===== src/rtl/saqg_pkg.sv =====
`default_nettype none
package saqg_pkg;

	localparam int MaxSteps = 63;
	localparam int StepW = 7;
	localparam int CntW = 11;
	localparam int AngW = 20;
	localparam int RegW = 19;
	localparam int DurW = 24;
	localparam int TrigMin = 572;
	localparam int QShift = 16;

	typedef enum logic [3:0] {
		ST_IDLE,
		ST_RELEASE,
		ST_ADVANCE,
		ST_MUL,
		ST_CLAMP,
		ST_GLIDE,
		ST_DIV,
		ST_POLY1,
		ST_POLY2,
		ST_BLEND,
		ST_OUT
	} state_t;

	typedef enum logic [2:0] {
		REG_POS_DZ,
		REG_POS_TRIG,
		REG_NEG_DZ,
		REG_NEG_TRIG,
		REG_HYST,
		REG_STEP_AMT,
		REG_MAX_EXTRA,
		REG_GLIDE_DUR
	} reg_idx_t;

	typedef struct packed {
		logic load;
		logic rel_step;
		logic adv_step;
		logic mul;
		logic clamp;
		logic glide;
		logic div_step;
		logic poly1;
		logic poly2;
		logic blend;
		logic out_load;
	} cmd_t;

	typedef struct packed {
		logic rel_go;
		logic adv_go;
		logic instant;
		logic done_glide;
		logic div_last;
	} sts_t;

endpackage
`default_nettype wire


===== src/rtl/saqg_ctrl.sv =====
`default_nettype none
module saqg_ctrl (
	input  wire logic          clk,
	input  wire logic          arst_n,
	input  wire logic          in_fire,
	input  wire logic          out_free,
	input  wire saqg_pkg::sts_t sts,
	output saqg_pkg::cmd_t     cmd,
	output logic               busy
);

	saqg_pkg::state_t state_q, state_next;

	always_ff @(posedge clk or negedge arst_n) begin
		if (!arst_n) begin
			state_q <= saqg_pkg::ST_IDLE;
		end else begin
			state_q <= state_next;
		end
	end

	always_comb begin
		state_next = state_q;
		case (state_q)
			saqg_pkg::ST_IDLE: if (in_fire) state_next = saqg_pkg::ST_RELEASE;
			saqg_pkg::ST_RELEASE: if (!sts.rel_go) state_next = saqg_pkg::ST_ADVANCE;
			saqg_pkg::ST_ADVANCE: if (!sts.adv_go) state_next = saqg_pkg::ST_MUL;
			saqg_pkg::ST_MUL: state_next = saqg_pkg::ST_CLAMP;
			saqg_pkg::ST_CLAMP: state_next = saqg_pkg::ST_GLIDE;
			saqg_pkg::ST_GLIDE: begin
				if (sts.instant || sts.done_glide) state_next = saqg_pkg::ST_OUT;
				else state_next = saqg_pkg::ST_DIV;
			end
			saqg_pkg::ST_DIV: if (sts.div_last) state_next = saqg_pkg::ST_POLY1;
			saqg_pkg::ST_POLY1: state_next = saqg_pkg::ST_POLY2;
			saqg_pkg::ST_POLY2: state_next = saqg_pkg::ST_BLEND;
			saqg_pkg::ST_BLEND: state_next = saqg_pkg::ST_OUT;
			saqg_pkg::ST_OUT: if (out_free) state_next = saqg_pkg::ST_IDLE;
			default: state_next = saqg_pkg::ST_IDLE;
		endcase
	end

	always_comb begin
		cmd = '0;
		busy = (state_q != saqg_pkg::ST_IDLE);
		case (state_q)
			saqg_pkg::ST_IDLE: cmd.load = in_fire;
			saqg_pkg::ST_RELEASE: cmd.rel_step = sts.rel_go;
			saqg_pkg::ST_ADVANCE: cmd.adv_step = sts.adv_go;
			saqg_pkg::ST_MUL: cmd.mul = 1'b1;
			saqg_pkg::ST_CLAMP: cmd.clamp = 1'b1;
			saqg_pkg::ST_GLIDE: cmd.glide = 1'b1;
			saqg_pkg::ST_DIV: cmd.div_step = 1'b1;
			saqg_pkg::ST_POLY1: cmd.poly1 = 1'b1;
			saqg_pkg::ST_POLY2: cmd.poly2 = 1'b1;
			saqg_pkg::ST_BLEND: cmd.blend = 1'b1;
			saqg_pkg::ST_OUT: cmd.out_load = out_free;
			default: cmd = '0;
		endcase
	end

endmodule
`default_nettype wire


===== config.mk =====
export PLATFORM = sky130hd
export DESIGN_NAME = saqg_ctrl
export DESIGN_NICKNAME = d
export VERILOG_FILES = /design/src/rtl/saqg_pkg.sv /design/src/rtl/saqg_ctrl.sv
export SDC_FILE = /design/constraint.sdc
export NUM_CORES = 1
export LEC_CHECK = 0
export BUFFER_PORTS_ARGS = -buffer_cell sky130_fd_sc_hd__buf_2
export CAP_MARGIN = 10
export CORE_AREA = 2 2 39 41
export CTS_BUF_LIST = sky130_fd_sc_hd__clkbuf_2 sky130_fd_sc_hd__clkbuf_4 sky130_fd_sc_hd__clkbuf_8
export CTS_CLUSTER_DIAMETER = 150
export DETAILED_ROUTE_END_ITERATION = 16
export DIE_AREA = 0 0 41 43
export MAX_ROUTING_LAYER = met4
export PLACE_DENSITY = 0.63
export SLEW_MARGIN = 20
export SYNTH_ARGS = -nofsm -noshare
export SYNTH_HDL_FRONTEND = slang
export SYNTH_SLANG_ARGS = --single-unit

===== constraint.sdc =====
create_clock -name clk -period 3.1 [get_ports clk]
set_input_delay 0.62 -clock clk [delete_from_list [all_inputs] [get_ports clk]]
set_output_delay 0.62 -clock clk [all_outputs]
set_load 0.005 [all_outputs]

==> results.yml, run 1 <==
outcome:
  status: "complete, no violations"
routing:
  drt_iter0_drc: 5
  ant_nets: 0
  drc: 0
  wirelength_microns: 930
  first_pass_iters: 4
  vias_per_cell: 4.81
  vias: 390
  wl_per_cell_microns: 11.5
sta:
  setup_tns_ps: 0
  post-route-min-period_ps: 2070
  rsz0062_at_grt: "no"
  skew_ps: 6.06
  layout_worst_path_cycle_share_pct: 66.8
  worstMarginPinSlew_ps: 443
  relSlewSlack_pct: 70.5
  timing.fmax_mhz: 483
  slew_viol_final: 0
  finalSetupViolCount: 0
  final-hold-violation-count: 0
cells_and_area:
  multiInputGateArea_sq_um: 240
  top_regs: "state_q (4)"
  layout.nets: 76
  layout_common_cells: "20 x buf_2, 5 x nor2_1, 4 x nand2_1, 4 x dfrtp_1"
  antenna_cells: 0
  largest_reg_flops: 4
  regMostFlops: "state_q"
  fillers: 162
  seq_area_sq_um: 100
  mostFrequentLayoutCell: "buf_2"
  syn_to_final_growth_pct: 24.3
  drive_gt1_share_pct: 47.7
worst_setup_path:
  path_class: "reg2out"
  r2r_cells: 3
  required_ps: 2480
  arrival_ps: 1450
  cp-start-kind: "register"
  cp-end-kind: "output pin"
  critPathMaxFanout: 12
global_routing:
  grt_usage_pct: 13.8
  grt_max_degree: 14
  first_global_vias: 356
  grt_pass1_wl_mm: 1.57
  grt_overflow: 0
  antenna_found_initial: 0
run:
  cap_violations: 0
logic_synthesis:
  syn_area_per_cell_sq_um: 8.51
  yosysWarningCount: 0
  yosysUniqueCellTypes: 26
  syn_area_sq_um: 392
  post-synth-top-area-cell: "dfrtp_1"
  synth.area.top_cells: "dfrtp_1 26%, buf_6 8.6%, nor4b_4 6.1%, and3_1 4.8%, nor2_1 4.8%"
  seq_area_frac_synth_pct: 25.6
  synth_fp_nets: 55
  synth.top_cell.area_share_pct: 25.6
  synth_cells: 46
  ys_ff_latch: 4
floorplanning:
  dieArea_sq_um: 1760
  row_count: 14
  die_h_microns: 43
  core_sq_um: 1380
  io_pins: 21
  die_w_microns: 41
  start_util_pct: 28.3
pwr:
  combPwrFrac_pct: 50.2
  power_frac_clock_pct: 15.1
  seqPwrFrac_pct: 34.7
  swShare_pct: 46.3
  power_density_nw_per_um2: 900
  p_sw_uw: 203
  power_uw: 438
  leakage_uw: 0.000251
  ir_drop_mv: 0.352
  intPower_uw: 235
clock_tree:
  cts_buffers: 3
  ctsHoldBuffers: 0
  cts_max_level: 1
  clk_pin_slew_ps: 40
  cts_sinks: 4
  cts_tree: "done"
  cts_root_buf: "clkbuf_4"
  clk_latency_ps: 240
  cts_setup_buffers: 0
  cts.path.max_buffers: 2
  post_cts_resized: 0
place:
  portBuffers: 20
  gp_congestion: 0.784
  dpl.hpwl_microns: 714
worst_hold_path:
  min_path_type: "in2async"
[final timing paths]
path,start,end,slack [ps]
worst max register to register,state_q[2],state_q[0],1830
min in group clk,sts[2],state_q[3],700
worst min register to register,state_q[0],state_q[3],730
worst min-delay path,arst_n,state_q[0],170
worst max-delay path,state_q[1],cmd[9],1030
max in group asynchronous,arst_n,state_q[3],2800
[cell usage after synthesis]
library cell,instances
nand2_1,4
or2b_1,1
a31oi_1,1
buf_6,3
o21ai_0,1
nor3_1,3
o21ai_1,1
nor2_2,2
and2b_2,2
o22ai_1,1
a21oi_2,1
clkbuf_8,1
nor4_1,1
dfrtp_1,4
or2_1,1
nand2b_2,1
a21oi_1,2
a2bb2oi_1,1
o31ai_2,1
and3_1,3
nand2b_1,2
nor2b_1,1
a31o_1,1
nor2_1,5
inv_1,1
nor4b_4,1
[kinds of logic (layout without fill, tap and decap cells)]
logic type | after synthesis | in the layout | share of synthesized area (%)
AO/OA/AOI/OAI | 10 | 10 | 18.2
buffers and inverters | 5 | 24 | 13.1
flip-flops | 4 | 4 | 25.6
AND/OR/NAND/NOR | 27 | 27 | 43.1
[metal layers]
metal  global-route usage (%)  wire length, microns  vias up
li1                         -                     -      202
met1                     18.6                   436      167
met2                     17.5                   393       21
met3                     6.28                   100        0
met4                     6.00                     0        0
met5                        -                     0        -
[area by class of cell]
| type | instances | area share, % |
|---|---|---|
| Multi-Input combinational cell | 37 | 49.4 |
| Timing Repair Buffer | 20 | 20.6 |
| Inverter | 1 | 0.771 |
| Clock buffer | 3 | 4.63 |
| Sequential cell | 4 | 20.6 |
| Tap cell | 16 | 4.11 |
[worst max-delay path, cell delays in order, from the launching register on]
cell	delay, ps
dfrtp_1	490
nand2b_2	290
nor4b_4	280
buf_2	150
[power groups by stage]
stage / clock [uW] / combinational (uW) / sequential, uW
final: 66.1 / 220 / 152
after global placement: 0 / 221 / 148
after detailed placement: 0 / 221 / 154
after floorplan: 0 / 249 / 94.3
after global routing: 74.2 / 249 / 164
after CTS: 69.2 / 224 / 152
[metrics by stage]
stage                     util [%]  area, sq um  std cells  worst slack [ps]  hold slack, ps
after floorplan                  -          392         46              1550             324
after global placement        33.5          464         78              1320             426
after detailed placement      33.5          464         78              1270             429
after CTS                     35.2          487         81              1000             169
after global routing          35.2          487         81               912             172
final                         35.2          487         81              1030             174
No activity file was read; power rests on OpenSTA's default activity.
==> run 2, diff against run 1 <==
- ABC_AREA: unset -> 1
- clock period: 3.1 -> 1.8 ns (I/O delays scaled with it)
==> run 2 against run 1 <==
Utilization is 1.6 points higher. Global-route usage is 1.7 points lower. Sequential share of layout area is 0.91 points lower. Die area stayed put. Cell area is 4.6% higher. Sequential power is 17% higher. Worst setup slack worse by 850 ps. Largest cell class unchanged. Largest power group unchanged.
==> results.yml, run 2 <==
worst_hold_path:
  min_path_type: "in2reg"
  holdPathStages: 3
  holdPathEnd: "state_q[3]"
  hp-start: "sts[2]"
logic_synthesis:
  synth_edf_count: 0
  synth_flop_cell: "dfrtp_1"
  syn_area_sq_um: 357
  synth.most_common_cell: "inv_1"
  yosysUniqueCellTypes: 12
  synth.area.top_cells: "dfrtp_1 28%, inv_1 17%, nand3_1 13%, nor2_1 12%, nand2_1 7.4%"
  synth.top_cell.area_share_pct: 28.1
  yosys-top-cells-count: "16 x inv_1, 11 x nor2_1, 9 x nand3_1"
  yosysWarningCount: 0
  ys_ff_latch: 4
  post-synth-top-area-cell: "dfrtp_1"
  syn_area_per_cell_sq_um: 5.85
  seq_area_frac_synth_pct: 28.1
  async_reset_ff_share_pct: 100
  synth_cells: 61
  synth_fp_nets: 70
worst_setup_path:
  critPathMaxFanout: 5
  r2r-start: "state_q[1]"
  crit_path_max_incr_delay_ps: 390
  cp-start-kind: "register"
  r2r_slack_ps: 600
  crit_chain: "inv_1 > nor2_4 > inv_1 > nor3_1 > buf_2"
  reg2reg_to: "state_q[0]"
  required_ps: 1440
  path_class: "reg2out"
  cp-end-kind: "output pin"
  path_common_cell: "inv_1"
  arrival_ps: 1260
  r2r_cells: 7
  cpMaxStageDelayCell: "dfrtp_1"
sta:
  slew_viol_final: 0
  setup_tns_ps: 0
  final-hold-violation-count: 0
  skew_ps: 3.07
  finalSetupViolCount: 0
  worstMarginPinSlew_ps: 239
  layout_worst_path_cycle_share_pct: 89.8
  post-route-min-period_ps: 1620
  relSlewSlack_pct: 84.0
  timing.fmax_mhz: 618
  rsz0062_at_grt: "no"
routing:
  vias: 445
  first_pass_iters: 4
  drt_iter0_drc: 12
  wl_per_cell_microns: 8.89
  wirelength_microns: 898
  ant_nets: 0
  drc: 0
  vias_per_cell: 4.41
pwr:
  power_density_nw_per_um2: 1390
  ir_drop_mv: 0.515
  leakage_uw: 0.000337
floorplanning:
  io_pins: 21
  row_count: 14
  dieArea_sq_um: 1760
  start_util_pct: 25.8
  die_w_microns: 41
  die_h_microns: 43
  core_sq_um: 1380
cells_and_area:
  layout.nets: 96
  multiInputGateArea_sq_um: 193
  fin_util_pct: 36.8
  regMostFlops: "state_q"
  fillers: 167
  layout_common_cells: "20 x buf_2, 16 x inv_1, 11 x nor2_1, 9 x nand3_1, 7 x nand2_1"
  antenna_cells: 0
  largest_reg_flops: 4
  mostFrequentLayoutCell: "buf_2"
  top_regs: "state_q (4)"
  drive_gt1_share_pct: 32.9
  seq_area_sq_um: 100
  final_area_sq_um: 509
  syn_to_final_growth_pct: 42.8
clock_tree:
  cts_sinks: 4
  cts_max_level: 1
  cts_setup_buffers: 0
  cts_tree: "done"
  clk_latency_ps: 230
  ctsHoldBuffers: 1
  cts_buffers: 3
  post_cts_resized: 0
  cts_root_buf: "clkbuf_4"
  cts.path.max_buffers: 2
  clk_pin_slew_ps: 40
place:
  portBuffers: 20
  placed_cell_area_sq_um: 477
  dpl.hpwl_microns: 770
  gp_congestion: 0.771
outcome:
  status: "complete, no violations"
global_routing:
  grt_overflow: 0
  grt_max_degree: 6
  antenna_found_initial: 0
  grt_usage_pct: 12.2
  first_global_vias: 344
  grt_pass1_wl_mm: 1.41
run:
  cap_violations: 0
[run 2: cell types whose count changed after synthesis, moves of 2 or more]
cell	previous run	this run
buf_6	3	0
nand3_1	0	9
and2b_2	2	0
and3_1	3	0
o21bai_1	0	2
nand2b_1	2	0
nor2_1	5	11
inv_1	1	16
nand2_1	4	7
[run 2: layout make-up]
cell class              instances  share of cell area [%]
clock buffers                   3                    4.42
inverters                      17                    12.5
multi-input cells              40                    37.8
flip-flops and latches          4                    19.7
well taps                      16                    3.93
repair buffers                 21                    21.6
[run 2: critical path, delay by kind of cell (launching register included)]
family                 cells  cell delay (ps)
buffers and inverters      3              330
DFF                        1              390
and+or+nand+nor            2              300
[run 2: logic make-up after synthesis]
logic type / share of synthesized area (%)
buffers and inverters: 17.9
AOI/OAI and AO/OA: 9.82
and+or+nand+nor: 44.2
DFF: 28.1
[run 2: worst max-delay path by stage]
| stage | start | to | cells after the start |
|---|---|---|---|
| CTS | state_q[0] | cmd[2] | 4 |
| global placement | state_q[1] | cmd[0] | 5 |
| floorplan | state_q[1] | cmd[0] | 4 |
| detailed placement | state_q[0] | cmd[2] | 4 |
| finish | state_q[1] | cmd[0] | 5 |
| global route | state_q[1] | cmd[0] | 5 |
[run 2: power breakdown]
group	total (uW)	internal [uW]	switching (uW)
clock	110	74.5	35.5
combinational	419	161	258
sequential	178	129	48.9
total	707	365	342
[run 2: per-layer routing]
layer / up-vias / share of wire (%) / global-route usage [%]
met3: 0 / 7.0 / 1.57
met4: 0 / 0 / 8.00
li1: 238 / - / -
met1: 194 / 44 / 16.2
met2: 13 / 49 / 16.6
met5: - / 0 / -
[run 2: metrics by stage]
stage | instances | hold WS [ps] | power [uW] | setup slack [ps]
floorplan | 61 | 64.4 | 464 | 601
global placement | 97 | 167 | 598 | 445
detailed placement | 97 | 171 | 602 | 425
CTS | 101 | 410 | 721 | 176
global route | 101 | 445 | 787 | 41.0
finish | 101 | 406 | 707 | 183
==> run 3, diff against run 2 <==
- ABC_AREA: 1 -> unset
- PLACE_DENSITY: 0.63 -> 0.66
==> run 3 against run 2 <==
Sequential power is 37% higher. Largest cell class unchanged. Sequential share of layout area grew 0.79 points. Combinational power barely moved. Highest routed layer unchanged. Critical path type unchanged.
==> results.yml, run 3 (synthesized netlist as in run 1, its figures left out) <==
outcome:
  status: "complete, no violations"
global_routing:
  grt_pass1_wl_mm: 1.56
  first_global_vias: 347
  grt_usage_pct: 13.8
  antenna_found_initial: 0
  grt_max_degree: 14
  grt_overflow: 0
routing:
  wirelength_microns: 948
  drc: 0
  vias: 397
  drt_iter0_drc: 1
  first_pass_iters: 2
  vias_per_cell: 4.78
  ant_nets: 0
  wl_per_cell_microns: 11.4
sta:
  timing.fmax_mhz: 606
  relSlewSlack_pct: 83.5
  post-route-min-period_ps: 1650
  layout_worst_path_cycle_share_pct: 91.6
  final-hold-violation-count: 0
  skew_ps: 9.33
  setup_tns_ps: 0
  worstMarginPinSlew_ps: 247
  rsz0062_at_grt: "no"
  finalSetupViolCount: 0
  slew_viol_final: 0
cells_and_area:
  layout.nets: 78
  mostFrequentLayoutCell: "buf_2"
  syn_to_final_growth_pct: 29.7
  top_regs: "state_q (4)"
  layout_common_cells: "20 x buf_2, 5 x nor2_1, 4 x nand2_1"
  antenna_cells: 0
  regMostFlops: "state_q"
  largest_reg_flops: 4
  final_area_sq_um: 508
  fillers: 159
  drive_gt1_share_pct: 52.2
clock_tree:
  clk_latency_ps: 240
  cts_root_buf: "clkbuf_4"
  clk_pin_slew_ps: 40
  cts_tree: "done"
  cts_max_level: 1
  cts_setup_buffers: 0
  cts.path.max_buffers: 2
  cts_buffers: 3
  cts_sinks: 4
pwr:
  power_density_nw_per_um2: 1530
  power_uw: 778
  leakage_uw: 0.000257
  ir_drop_mv: 0.873
place:
  gp_congestion: 0.775
  dpl.hpwl_microns: 723
  placed_cell_area_sq_um: 472
  portBuffers: 20
worst_setup_path:
  path_class: "reg2out"
  cp-end-kind: "output pin"
  arrival_ps: 1290
  required_ps: 1440
  cp-start-kind: "register"
  critPathMaxFanout: 10
floorplanning:
  dieArea_sq_um: 1760
  die_w_microns: 41
  core_sq_um: 1380
  die_h_microns: 43
  start_util_pct: 28.3
  row_count: 14
  io_pins: 21
run:
  cap_violations: 0
worst_hold_path:
  min_path_type: "in2reg"
-- run 3: changes by cell type in the layout (fill, tap and decap cells not counted), moves of 3 or more --
cell	delta
nand3_1	-9
nand2_1	-3
inv_1	-15
dfrtp_1	-3
dfrtp_2	+3
nor2_1	-6
and3_1	+3
-- run 3: path summary, 6_finish.rpt --
path	startpoint	to	slack, ps	cells past startpoint
worst max-delay path	state_q[0]	cmd[9]	150	3
worst min-delay path	sts[2]	state_q[3]	420	3
max in group asynchronous	arst_n	state_q[2]	1210	2
min in group asynchronous	arst_n	state_q[0]	450	2
worst min register to register	state_q[3]	state_q[2]	630	1
worst max register to register	state_q[1]	state_q[0]	630	4
-- run 3: timing repair --
item | CTS | global route
hold buffers | 1 | 0
endpoints found under the setup margin | 0 | 5
resized for setup | 0 | 3
hold endpoints to repair | 4 | 0
-- run 3: metrics by stage --
stage          worst slack [ps]  cells  utilization [%]  hold slack, ps
2_1_floorplan               508     46                -            64.4
3_3_place_gp                296     79             34.1             167
3_5_place_dp                303     79             34.1             171
4_1_cts                    39.5     83             36.4             416
5_1_grt                    52.1     83             36.7             441
6_report                    151     83             36.7             415
-- run 3: where the power goes --
part | leakage, uW | internal [uW] | switching [uW]
Clock | 0.0000138 | 74.7 | 39.0
Combinational | 0.000195 | 215 | 206
Sequential | 0.0000473 | 137 | 107
Total | 0.000257 | 426 | 352
-- run 3: cell type report --
| class | instances | area, sq um | share of cell area [%] |
|---|---|---|---|
| timing repair buffer | 22 | 118 | 23.2 |
| tap | 16 | 20.0 | 3.94 |
| sequential | 4 | 104 | 20.4 |
| multi-input combinational | 37 | 240 | 47.3 |
| inverter | 1 | 3.75 | 0.739 |
| clock buffer | 3 | 22.5 | 4.43 |
-- run 3: critical path: stages, from the launching register on --
cell	delay, ps
dfrtp_2	460
nand2b_2	140
nor4b_4	290
buf_2	160
-- run 3: layer usage --
metal  vias to the layer above  wire length, microns  track usage, %
li1                        203                     -               -
met1                       179                   460            19.7
met2                        15                   412            16.3
met3                         0                    76            7.85
met4                         0                     0            4.00
met5                         -                     0               -
